--- config.mk ---
export PLATFORM = sky130hd
export DESIGN_NAME = md5_stream_hash_flat
export DESIGN_NICKNAME = d
export VERILOG_FILES = /design/src/hw/rtl/md5_pkg.sv /design/src/hw/rtl/md5_if.sv /design/src/hw/rtl/md5_ram.sv /design/src/hw/rtl/md5_stream_hash.sv /design/src/flat_wrapper.sv
export SDC_FILE = /design/constraint.sdc
export NUM_CORES = 2
export LEC_CHECK = 0
export ABC_CLOCK_PERIOD_IN_PS = 12500
export BUFFER_PORTS_ARGS = -buffer_cell sky130_fd_sc_hd__buf_2
export CAP_MARGIN = 20
export CORE_MARGIN = 3
export CORE_UTILIZATION = 34
export CTS_CLUSTER_DIAMETER = 60
export CTS_CLUSTER_SIZE = 10
export DETAILED_ROUTE_END_ITERATION = 12
export GPL_ROUTABILITY_DRIVEN = 1
export HOLD_SLACK_MARGIN = 0.1
export PLACE_DENSITY = 0.57
export SYNTH_ARGS = -nofsm -noshare
export SYNTH_HDL_FRONTEND = slang
export SYNTH_SLANG_ARGS = --single-unit
--- constraint.sdc ---
create_clock -name clk -period 12.5 [get_ports clk]
set_input_delay 1.25 -clock clk [delete_from_list [all_inputs] [get_ports clk]]
set_output_delay 1.25 -clock clk [all_outputs]
set_load 0.01 [all_outputs]
--- src/hw/rtl/md5_pkg.sv ---
// Shared constants and round functions of the MD5 stream hash.
package md5_pkg;

    localparam int WordW      = 32;
    localparam int BlockWords = 16;
    localparam int WordAddrW  = $clog2(BlockWords);

    localparam logic [WordW-1:0] Init0 = 32'h67452301;
    localparam logic [WordW-1:0] Init1 = 32'hefcdab89;
    localparam logic [WordW-1:0] Init2 = 32'h98badcfe;
    localparam logic [WordW-1:0] Init3 = 32'h10325476;

    localparam logic [7:0] PadMark   = 8'h80;
    localparam logic [5:0] LenPos    = 6'd56;
    localparam logic [5:0] LastPos   = 6'd63;
    localparam logic [5:0] LastRound = 6'd63;

    function automatic logic [WordW-1:0] md5_init(input logic [1:0] idx);
        logic [WordW-1:0] v;
        case (idx)
            2'd0:    v = Init0;
            2'd1:    v = Init1;
            2'd2:    v = Init2;
            default: v = Init3;
        endcase
        return v;
    endfunction

    function automatic logic [WordW-1:0] md5_round_const(input logic [5:0] rnd);
        logic [WordW-1:0] k;
        case (rnd)
            6'd0:  k = 32'hd76aa478;  6'd1:  k = 32'he8c7b756;
            6'd2:  k = 32'h242070db;  6'd3:  k = 32'hc1bdceee;
            6'd4:  k = 32'hf57c0faf;  6'd5:  k = 32'h4787c62a;
            6'd6:  k = 32'ha8304613;  6'd7:  k = 32'hfd469501;
            6'd8:  k = 32'h698098d8;  6'd9:  k = 32'h8b44f7af;
            6'd10: k = 32'hffff5bb1;  6'd11: k = 32'h895cd7be;
            6'd12: k = 32'h6b901122;  6'd13: k = 32'hfd987193;
            6'd14: k = 32'ha679438e;  6'd15: k = 32'h49b40821;
            6'd16: k = 32'hf61e2562;  6'd17: k = 32'hc040b340;
            6'd18: k = 32'h265e5a51;  6'd19: k = 32'he9b6c7aa;
            6'd20: k = 32'hd62f105d;  6'd21: k = 32'h02441453;
            6'd22: k = 32'hd8a1e681;  6'd23: k = 32'he7d3fbc8;
            6'd24: k = 32'h21e1cde6;  6'd25: k = 32'hc33707d6;
            6'd26: k = 32'hf4d50d87;  6'd27: k = 32'h455a14ed;
            6'd28: k = 32'ha9e3e905;  6'd29: k = 32'hfcefa3f8;
            6'd30: k = 32'h676f02d9;  6'd31: k = 32'h8d2a4c8a;
            6'd32: k = 32'hfffa3942;  6'd33: k = 32'h8771f681;
            6'd34: k = 32'h6d9d6122;  6'd35: k = 32'hfde5380c;
            6'd36: k = 32'ha4beea44;  6'd37: k = 32'h4bdecfa9;
            6'd38: k = 32'hf6bb4b60;  6'd39: k = 32'hbebfbc70;
            6'd40: k = 32'h289b7ec6;  6'd41: k = 32'heaa127fa;
            6'd42: k = 32'hd4ef3085;  6'd43: k = 32'h04881d05;
            6'd44: k = 32'hd9d4d039;  6'd45: k = 32'he6db99e5;
            6'd46: k = 32'h1fa27cf8;  6'd47: k = 32'hc4ac5665;
            6'd48: k = 32'hf4292244;  6'd49: k = 32'h432aff97;
            6'd50: k = 32'hab9423a7;  6'd51: k = 32'hfc93a039;
            6'd52: k = 32'h655b59c3;  6'd53: k = 32'h8f0ccc92;
            6'd54: k = 32'hffeff47d;  6'd55: k = 32'h85845dd1;
            6'd56: k = 32'h6fa87e4f;  6'd57: k = 32'hfe2ce6e0;
            6'd58: k = 32'ha3014314;  6'd59: k = 32'h4e0811a1;
            6'd60: k = 32'hf7537e82;  6'd61: k = 32'hbd3af235;
            6'd62: k = 32'h2ad7d2bb;  default: k = 32'heb86d391;
        endcase
        return k;
    endfunction

    function automatic logic [WordAddrW-1:0] md5_msg_index(input logic [5:0] rnd);
        logic [3:0] i4;
        logic [3:0] g;
        i4 = rnd[3:0];
        case (rnd[5:4])
            2'd0:    g = i4;
            2'd1:    g = 4'(i4 * 4'd5 + 4'd1);
            2'd2:    g = 4'(i4 * 4'd3 + 4'd5);
            default: g = 4'(i4 * 4'd7);
        endcase
        return g;
    endfunction

    function automatic logic [4:0] md5_rot_amount(input logic [5:0] rnd);
        logic [4:0] s;
        case ({rnd[5:4], rnd[1:0]})
            4'd0:  s = 5'd7;   4'd1:  s = 5'd12;  4'd2:  s = 5'd17;  4'd3:  s = 5'd22;
            4'd4:  s = 5'd5;   4'd5:  s = 5'd9;   4'd6:  s = 5'd14;  4'd7:  s = 5'd20;
            4'd8:  s = 5'd4;   4'd9:  s = 5'd11;  4'd10: s = 5'd16;  4'd11: s = 5'd23;
            4'd12: s = 5'd6;   4'd13: s = 5'd10;  4'd14: s = 5'd15;  default: s = 5'd21;
        endcase
        return s;
    endfunction

    function automatic logic [WordW-1:0] md5_mix(input logic [1:0] phase,
                                                 input logic [WordW-1:0] b,
                                                 input logic [WordW-1:0] c,
                                                 input logic [WordW-1:0] d);
        logic [WordW-1:0] f;
        case (phase)
            2'd0:    f = (b & c) | (~b & d);
            2'd1:    f = (b & d) | (c & ~d);
            2'd2:    f = b ^ c ^ d;
            default: f = c ^ (b | ~d);
        endcase
        return f;
    endfunction

    function automatic logic [WordW-1:0] md5_rotl(input logic [WordW-1:0] v,
                                                  input logic [4:0] s);
        logic [2*WordW-1:0] dbl;
        dbl = {v, v} << s;
        return dbl[2*WordW-1:WordW];
    endfunction

endpackage

--- src/hw/rtl/md5_if.sv ---
// Stream channels of the MD5 hash: message bytes in, digest words out.
interface md5_in_if;
    logic       valid;
    logic       ready;
    logic [7:0] data_byte;
    logic       byte_valid;
    logic       end_of_message;

    modport source (output valid, output data_byte, output byte_valid,
                    output end_of_message, input ready);
    modport sink   (input valid, input data_byte, input byte_valid,
                    input end_of_message, output ready);
endinterface

interface md5_out_if;
    logic        valid;
    logic        ready;
    logic [31:0] digest_word;
    logic [1:0]  word_index;
    logic        last_word;

    modport source (output valid, output digest_word, output word_index,
                    output last_word, input ready);
    modport sink   (input valid, input digest_word, input word_index,
                    input last_word, output ready);
endinterface

--- src/hw/rtl/md5_ram.sv ---
// Generic simple dual-port RAM with registered read.
module md5_ram #(
    parameter int Width = md5_pkg::WordW,
    parameter int Depth = md5_pkg::BlockWords
) (
    input  logic                     clk,
    input  logic                     wr_en,
    input  logic [$clog2(Depth)-1:0] wr_addr,
    input  logic [Width-1:0]         wr_data,
    input  logic [$clog2(Depth)-1:0] rd_addr,
    output logic [Width-1:0]         rd_data
);

    logic [Width-1:0] mem [Depth];

    always_ff @(posedge clk)
    begin
        if (wr_en)
        begin
            mem[wr_addr] <= wr_data;
        end
        rd_data <= mem[rd_addr];
    end

endmodule

--- src/hw/rtl/md5_stream_hash.sv ---
// MD5 stream hash top level: byte gathering, padding, round unit and digest output.
//
// The block takes one message transaction per cycle while it gathers a 64-byte
// block; the byte that completes a block starts a compression (a load state,
// 64 rounds through a single round unit that reads one message word per cycle
// from the block memory, a finalize state), during which no input is taken.
// On end of message the padding bytes are written one per cycle, followed by one
// or two compressions, and the digest then leaves as four 32-bit transactions,
// word 0 first, each word's low byte the earlier digest byte. No input is taken
// from the end-of-message transaction until the last digest word has been
// taken; the block then holds the initial chaining value again for the next
// message.
module md5_stream_hash (
    input  logic             clk,
    input  logic             rst_n,
    md5_in_if.sink           msg,
    md5_out_if.source        digest
);

    typedef enum logic [5:0] {
        ST_IDLE = 6'b000001,
        ST_PAD  = 6'b000010,
        ST_LOAD = 6'b000100,
        ST_COMP = 6'b001000,
        ST_FIN  = 6'b010000,
        ST_OUT  = 6'b100000
    } md5_state_t;

    localparam int W  = md5_pkg::WordW;
    localparam int AW = md5_pkg::WordAddrW;

    md5_state_t state_reg, state_next;

    logic [5:0]  pos_reg, pos_next;
    logic [63:0] len_reg, len_next;
    logic [23:0] asm_reg, asm_next;
    logic [5:0]  rnd_reg, rnd_next;
    logic [1:0]  idx_reg, idx_next;
    logic        pad_act_reg, pad_act_next;
    logic        first_reg, first_next;
    logic        lenph_reg, lenph_next;
    logic        done_reg, done_next;

    logic [W-1:0] a_reg, a_next;
    logic [W-1:0] b_reg, b_next;
    logic [W-1:0] c_reg, c_next;
    logic [W-1:0] d_reg, d_next;
    logic [W-1:0] ak_reg, ak_next;
    logic [W-1:0] chain_reg [4];
    logic [W-1:0] chain_next [4];

    logic          wr_en;
    logic [AW-1:0] wr_addr;
    logic [W-1:0]  wr_data;
    logic [AW-1:0] rd_addr;
    logic [W-1:0]  rd_data;

    logic          put_en;
    logic [7:0]    put_byte;
    logic [7:0]    len_byte;
    logic [W-1:0]  round_sum;
    logic [W-1:0]  round_rot;

    md5_ram #(
        .Width (md5_pkg::WordW),
        .Depth (md5_pkg::BlockWords)
    ) u_block_ram (
        .clk     (clk),
        .wr_en   (wr_en),
        .wr_addr (wr_addr),
        .wr_data (wr_data),
        .rd_addr (rd_addr),
        .rd_data (rd_data)
    );

    assign len_byte  = 8'(len_reg >> {pos_reg[2:0], 3'b000});
    assign round_sum = ak_reg + md5_pkg::md5_mix(rnd_reg[5:4], b_reg, c_reg, d_reg) + rd_data;
    assign round_rot = md5_pkg::md5_rotl(round_sum, md5_pkg::md5_rot_amount(rnd_reg));

    assign msg.ready          = (state_reg == ST_IDLE);
    assign digest.valid       = (state_reg == ST_OUT);
    assign digest.digest_word = chain_reg[idx_reg];
    assign digest.word_index  = idx_reg;
    assign digest.last_word   = (idx_reg == 2'd3);

    always_comb
    begin
        state_next   = state_reg;
        pos_next     = pos_reg;
        len_next     = len_reg;
        asm_next     = asm_reg;
        rnd_next     = rnd_reg;
        idx_next     = idx_reg;
        pad_act_next = pad_act_reg;
        first_next   = first_reg;
        lenph_next   = lenph_reg;
        done_next    = done_reg;
        a_next       = a_reg;
        b_next       = b_reg;
        c_next       = c_reg;
        d_next       = d_reg;
        ak_next      = ak_reg;
        for (int k = 0; k < 4; k++)
        begin
            chain_next[k] = chain_reg[k];
        end
        put_en   = 1'b0;
        put_byte = 8'h00;
        rd_addr  = md5_pkg::md5_msg_index(6'd0);

        unique case (state_reg)
            ST_IDLE:
            begin
                if (msg.valid)
                begin
                    if (msg.byte_valid)
                    begin
                        put_en   = 1'b1;
                        put_byte = msg.data_byte;
                        len_next = len_reg + 64'd8;
                    end
                    if (msg.end_of_message)
                    begin
                        pad_act_next = 1'b1;
                        first_next   = 1'b1;
                        lenph_next   = 1'b0;
                        done_next    = 1'b0;
                    end
                    if (msg.byte_valid && pos_reg == md5_pkg::LastPos)
                    begin
                        state_next = ST_LOAD;
                    end
                    else if (msg.end_of_message)
                    begin
                        state_next = ST_PAD;
                    end
                end
            end
            ST_PAD:
            begin
                put_en = 1'b1;
                if (first_reg)
                begin
                    put_byte   = md5_pkg::PadMark;
                    first_next = 1'b0;
                end
                else if (lenph_reg || pos_reg == md5_pkg::LenPos)
                begin
                    put_byte   = len_byte;
                    lenph_next = 1'b1;
                    if (pos_reg == md5_pkg::LastPos)
                    begin
                        done_next = 1'b1;
                    end
                end
                if (pos_reg == md5_pkg::LastPos)
                begin
                    state_next = ST_LOAD;
                end
            end
            ST_LOAD:
            begin
                a_next     = chain_reg[0];
                b_next     = chain_reg[1];
                c_next     = chain_reg[2];
                d_next     = chain_reg[3];
                ak_next    = chain_reg[0] + md5_pkg::md5_round_const(6'd0);
                rd_addr    = md5_pkg::md5_msg_index(6'd0);
                rnd_next   = 6'd0;
                state_next = ST_COMP;
            end
            ST_COMP:
            begin
                a_next   = d_reg;
                d_next   = c_reg;
                c_next   = b_reg;
                b_next   = b_reg + round_rot;
                ak_next  = d_reg + md5_pkg::md5_round_const(rnd_reg + 6'd1);
                rd_addr  = md5_pkg::md5_msg_index(rnd_reg + 6'd1);
                rnd_next = rnd_reg + 6'd1;
                if (rnd_reg == md5_pkg::LastRound)
                begin
                    state_next = ST_FIN;
                end
            end
            ST_FIN:
            begin
                chain_next[0] = chain_reg[0] + a_reg;
                chain_next[1] = chain_reg[1] + b_reg;
                chain_next[2] = chain_reg[2] + c_reg;
                chain_next[3] = chain_reg[3] + d_reg;
                if (done_reg)
                begin
                    state_next = ST_OUT;
                end
                else if (pad_act_reg)
                begin
                    state_next = ST_PAD;
                end
                else
                begin
                    state_next = ST_IDLE;
                end
            end
            ST_OUT:
            begin
                if (digest.ready)
                begin
                    idx_next = idx_reg + 2'd1;
                    if (idx_reg == 2'd3)
                    begin
                        for (int k = 0; k < 4; k++)
                        begin
                            chain_next[k] = md5_pkg::md5_init(2'(k));
                        end
                        len_next     = 64'd0;
                        pos_next     = 6'd0;
                        pad_act_next = 1'b0;
                        first_next   = 1'b0;
                        lenph_next   = 1'b0;
                        done_next    = 1'b0;
                        state_next   = ST_IDLE;
                    end
                end
            end
            default:
            begin
                state_next = ST_IDLE;
            end
        endcase

        // gather bytes into little-endian words, write each completed word
        wr_en   = 1'b0;
        wr_addr = pos_reg[5:2];
        wr_data = {put_byte, asm_reg};
        if (put_en)
        begin
            pos_next = pos_reg + 6'd1;
            case (pos_reg[1:0])
                2'd0:    asm_next[7:0]   = put_byte;
                2'd1:    asm_next[15:8]  = put_byte;
                2'd2:    asm_next[23:16] = put_byte;
                default: wr_en = 1'b1;
            endcase
        end
    end

    always_ff @(posedge clk or negedge rst_n)
    begin
        if (!rst_n)
        begin
            state_reg   <= ST_IDLE;
            pos_reg     <= 6'd0;
            len_reg     <= 64'd0;
            rnd_reg     <= 6'd0;
            idx_reg     <= 2'd0;
            pad_act_reg <= 1'b0;
            first_reg   <= 1'b0;
            lenph_reg   <= 1'b0;
            done_reg    <= 1'b0;
            for (int k = 0; k < 4; k++)
            begin
                chain_reg[k] <= md5_pkg::md5_init(2'(k));
            end
        end
        else
        begin
            state_reg   <= state_next;
            pos_reg     <= pos_next;
            len_reg     <= len_next;
            rnd_reg     <= rnd_next;
            idx_reg     <= idx_next;
            pad_act_reg <= pad_act_next;
            first_reg   <= first_next;
            lenph_reg   <= lenph_next;
            done_reg    <= done_next;
            for (int k = 0; k < 4; k++)
            begin
                chain_reg[k] <= chain_next[k];
            end
        end
    end

    always_ff @(posedge clk)
    begin
        asm_reg <= asm_next;
        a_reg   <= a_next;
        b_reg   <= b_next;
        c_reg   <= c_next;
        d_reg   <= d_next;
        ak_reg  <= ak_next;
    end

endmodule

--- src/flat_wrapper.sv ---
// flat-port wrapper written by rule: the top's interface ports become plain ports
module md5_stream_hash_flat 
  (clk, rst_n, msg_valid, msg_data_byte, msg_byte_valid, msg_end_of_message, msg_ready, digest_valid, digest_digest_word, digest_word_index, digest_last_word, digest_ready);
  md5_in_if msg_i ();
  md5_out_if digest_i ();
  input  logic clk;
  input  logic rst_n;
  input wire logic [$bits(msg_i.valid)-1:0] msg_valid;
  input wire logic [$bits(msg_i.data_byte)-1:0] msg_data_byte;
  input wire logic [$bits(msg_i.byte_valid)-1:0] msg_byte_valid;
  input wire logic [$bits(msg_i.end_of_message)-1:0] msg_end_of_message;
  output wire logic [$bits(msg_i.ready)-1:0] msg_ready;
  output wire logic [$bits(digest_i.valid)-1:0] digest_valid;
  output wire logic [$bits(digest_i.digest_word)-1:0] digest_digest_word;
  output wire logic [$bits(digest_i.word_index)-1:0] digest_word_index;
  output wire logic [$bits(digest_i.last_word)-1:0] digest_last_word;
  input wire logic [$bits(digest_i.ready)-1:0] digest_ready;
  assign msg_i.valid = msg_valid;
  assign msg_i.data_byte = msg_data_byte;
  assign msg_i.byte_valid = msg_byte_valid;
  assign msg_i.end_of_message = msg_end_of_message;
  assign msg_ready = msg_i.ready;
  assign digest_valid = digest_i.valid;
  assign digest_digest_word = digest_i.digest_word;
  assign digest_word_index = digest_i.word_index;
  assign digest_last_word = digest_i.last_word;
  assign digest_i.ready = digest_ready;
  md5_stream_hash u_core (.clk(clk), .rst_n(rst_n), .msg(msg_i), .digest(digest_i));
endmodule
==> qor.csv <==
stage,metric,value,unit
timing,finalHoldViolations,0,
power_and_ir_drop,cellPowerDensity,111,mW/mm^2
drt,vias,45500,
timing,slew_violations,0,
drt,finalWirelength,187000,um
yosys,syn_inst,5828,
finish,syn_to_final_growth,10.7,%
die,die_area,0.174,mm^2
worst_setup_path,reg2reg_to,u_core.b_reg[31],
worst_setup_path,r2r-start,u_core.rnd_reg[4],
yosys,synthXorXnorAreaFrac,4.72,%
grt,grt_max_degree,199,
worst_setup_path,crit_top_cell,nand3_1,
cts,path_clk_slew,0.06,ns
cts,clk_latency,0.74,ns
worst_setup_path,worstSetupStartpointType,flip-flop,
worst_setup_path,endpoint,u_core.b_reg[31],
yosys,ys_ff_latch,941,
timing,fin_skew,0.0625,ns
cts,ctsResizeCount,0,
yosys,synth_top_area_share,36.4,%
worst_setup_path,critPathArrivalTime,10.34,ns
cts,cts_buffer_depth,3,
grt,grt_pass1_wl,278000,um
yosys,avgSynthCellArea,9.86,um^2
timing,finalCritPeriodShare,78.3,%
die,rows,150,
finish,nets,6028,
finish,largest_register_ffs,512,
yosys,synthSimpleGateAreaFrac,14.1,%
worst_setup_path,slowest_stage,buf_4,
timing,worst_pin_slew,1.18,ns
yosys,synth_top_family_by_area,compound AO/OA/AOI/OAI gates,
die,start_util,34.3,%
yosys,yosys.area_share.adder,7.38,%
timing,setup_viol,0,
grt,antenna_found_initial,2,
yosys,ys_warn_count,0,
finish,diodes,0,
place,place_area,0.0601,mm^2
timing,rsz0062_at_grt,false,
worst_setup_path,cp_slowest_stage_delay,0.81,ns
yosys,synth_cell_types,96,
cts,holdBufCountCts,0,
worst_setup_path,rr_worst_depth,32,
cts,cts_sinks,941,
grt,grt_usage,20.7,%
cts,cts_buffers,111,
place,dp_hpwl,123000,um
worst_setup_path,end_kind,flip-flop,
worst_setup_path,cp_max_fo,68,
timing,tns,0,ns
timing,worst_slack,2.72,ns
grt,grt_pass1_vias,42800,
yosys,synth_common_cells,"nand2_1, edfxtp_1, a21oi_1",
place,post-place-ws,2.82,ns
timing,timing.fmax,0.102,GHz
yosys,synth_area_leaders,"edfxtp_1, dfrtp_1, nand2_1",
yosys,netlist_area,0.0575,mm^2
drt,wire_per_inst,23.3,um
cts,cts_setup_buffers,0,
outcome,outcome,"complete, no violations",
yosys,synth_top_cell_by_area,edfxtp_1,
cts,cts_tree,done,
die,core,0.168,mm^2
drt,drt_iter0_markers,4673,
cts,htree_num_levels,3,
timing,timing.final.crit_period,9.78,ns
place,globalplace.congestion,0.922,
finish,fin_area,0.0636,mm^2
yosys,synth-edff-count,696,
drt,drtPass1Iterations,6,
timing,max_slew_margin,21.1,%
min_path,holdCritPathClass,flip-flop to flip-flop,
worst_setup_path,required,13.05,ns
worst_setup_path,timing_worst_setup_path_type,flip-flop to flip-flop,
yosys,syn_nets,6132,
cts,cts-root-buf,clkbuf_16,
drt,drc,0,
finish,drive_gt1_share,8.35,%
power_and_ir_drop,vdd_drop_max,142,uV
yosys,ys_seq_area_share,46.9,%
die,num_io_pins,51,
power_and_ir_drop,leakage,24.5,nW
finish,utilization,38.0,%
yosys,muxShareOfSynthArea,3.66,%
yosys,synth_most_common_cell,nand2_1,
yosys,async_flop_share,22.6,%
grt,overflow,0,
yosys,synth_compound_gate_area_share,19.4,%
run,maxCapViolations,0,
worst_setup_path,crit_start,u_core.rnd_reg[4],
timing,hold-worst-slack,0.495,ns
die,die_width,417,um
yosys,ys.flop_type,edfxtp_1,
drt,vias_per_cell,5.67,
drt,antenna_left,0,
worst_setup_path,r2r_slack,2.72,ns
place,io_buffers,50,
die,die_h,417,um
==> how the worst min path moves through the flow <==
| stage | start | to | slack [ns] | cells after the start |
|---|---|---|---|---|
| final | u_core.chain_reg[63] | u_core.chain_reg[63] | 0.49 | 2 |
| after global routing | u_core.chain_reg[63] | u_core.chain_reg[63] | 0.51 | 2 |
| after CTS | u_core.chain_reg[63] | u_core.chain_reg[63] | 0.49 | 2 |
| after detailed placement | u_core.chain_reg[63] | u_core.chain_reg[63] | 0.48 | 2 |
| after global placement | u_core.chain_reg[63] | u_core.chain_reg[63] | 0.48 | 2 |
| after floorplan | u_core.chain_reg[63] | u_core.chain_reg[63] | 0.46 | 2 |
==> cell usage in the layout, fill, tap and decap left out, drive strengths merged, types with 90 or more instances in the layout <==
| master | netlist | routed |
|---|---|---|
| dfrtp | 148 | 148 |
| ha | 250 | 250 |
| o21ai | 389 | 389 |
| nor2 | 329 | 329 |
| inv | 233 | 238 |
| buf | 54 | 134 |
| nor3 | 95 | 95 |
| xnor2 | 136 | 136 |
| xor2 | 174 | 174 |
| edfxtp | 696 | 696 |
| a21oi | 451 | 451 |
| a21o | 90 | 90 |
| a211oi | 205 | 205 |
| clkbuf | 297 | 189 |
| nand3 | 155 | 155 |
| nand2 | 843 | 843 |
| and2 | 150 | 150 |
| a31oi | 133 | 133 |
==> routing by layer <==
metal	vias up	track usage (%)	wire (um)
met5	-	0	13
met4	2	6.87	6420
met3	323	2.72	9900
met2	1449	33.7	87100
met1	22400	28.5	83200
li1	21300	-	-
==> logic make-up after synthesis <==
kind of cell,count (synthesis)
AND/OR/NAND/NOR,1797
AO/OA/AOI/OAI,1731
multiplexers,142
adder cells (fa/ha/maj),321
XOR/XNOR,310
buffers and inverters,586
flip-flops,941
==> cell type report <==
cell class,instances,area [um^2]
clock inverters,18,295
clock buffers,189,3130
inverters,235,887
fillers,16500,104000
repair buffers,134,976
flip-flops and latches,941,27000
well taps,2204,2760
multi-input cells,4301,28600
==> metrics by stage <==
| step | total power, mW | cells |
|---|---|---|
| finish | 7.04 | 8022 |
| global route | 7.27 | 8022 |
| CTS | 7.09 | 8019 |
| detailed placement | 3.99 | 7812 |
| global placement | 3.98 | 7812 |
| floorplan | 3.82 | 5828 |
==> report_power, final <==
| group | total, mW | internal (mW) | switching (mW) |
|---|---|---|---|
| logic | 0.371 | 0.126 | 0.245 |
| registers | 3.57 | 3.47 | 0.103 |
| clock network | 3.09 | 1.75 | 1.34 |
| total | 7.04 | 5.35 | 1.69 |
==> critical path, delay by kind of cell, from the launching register on <==
kind	cells	cell delay (ns)
compound gates	13	3.32
flops	1	0.79
simple gates	10	2.07
xor+xnor	2	0.40
buf+inv	2	0.86
mux	2	0.77
fa+ha+maj	3	1.34
No activity file was read; power rests on OpenSTA's default activity.
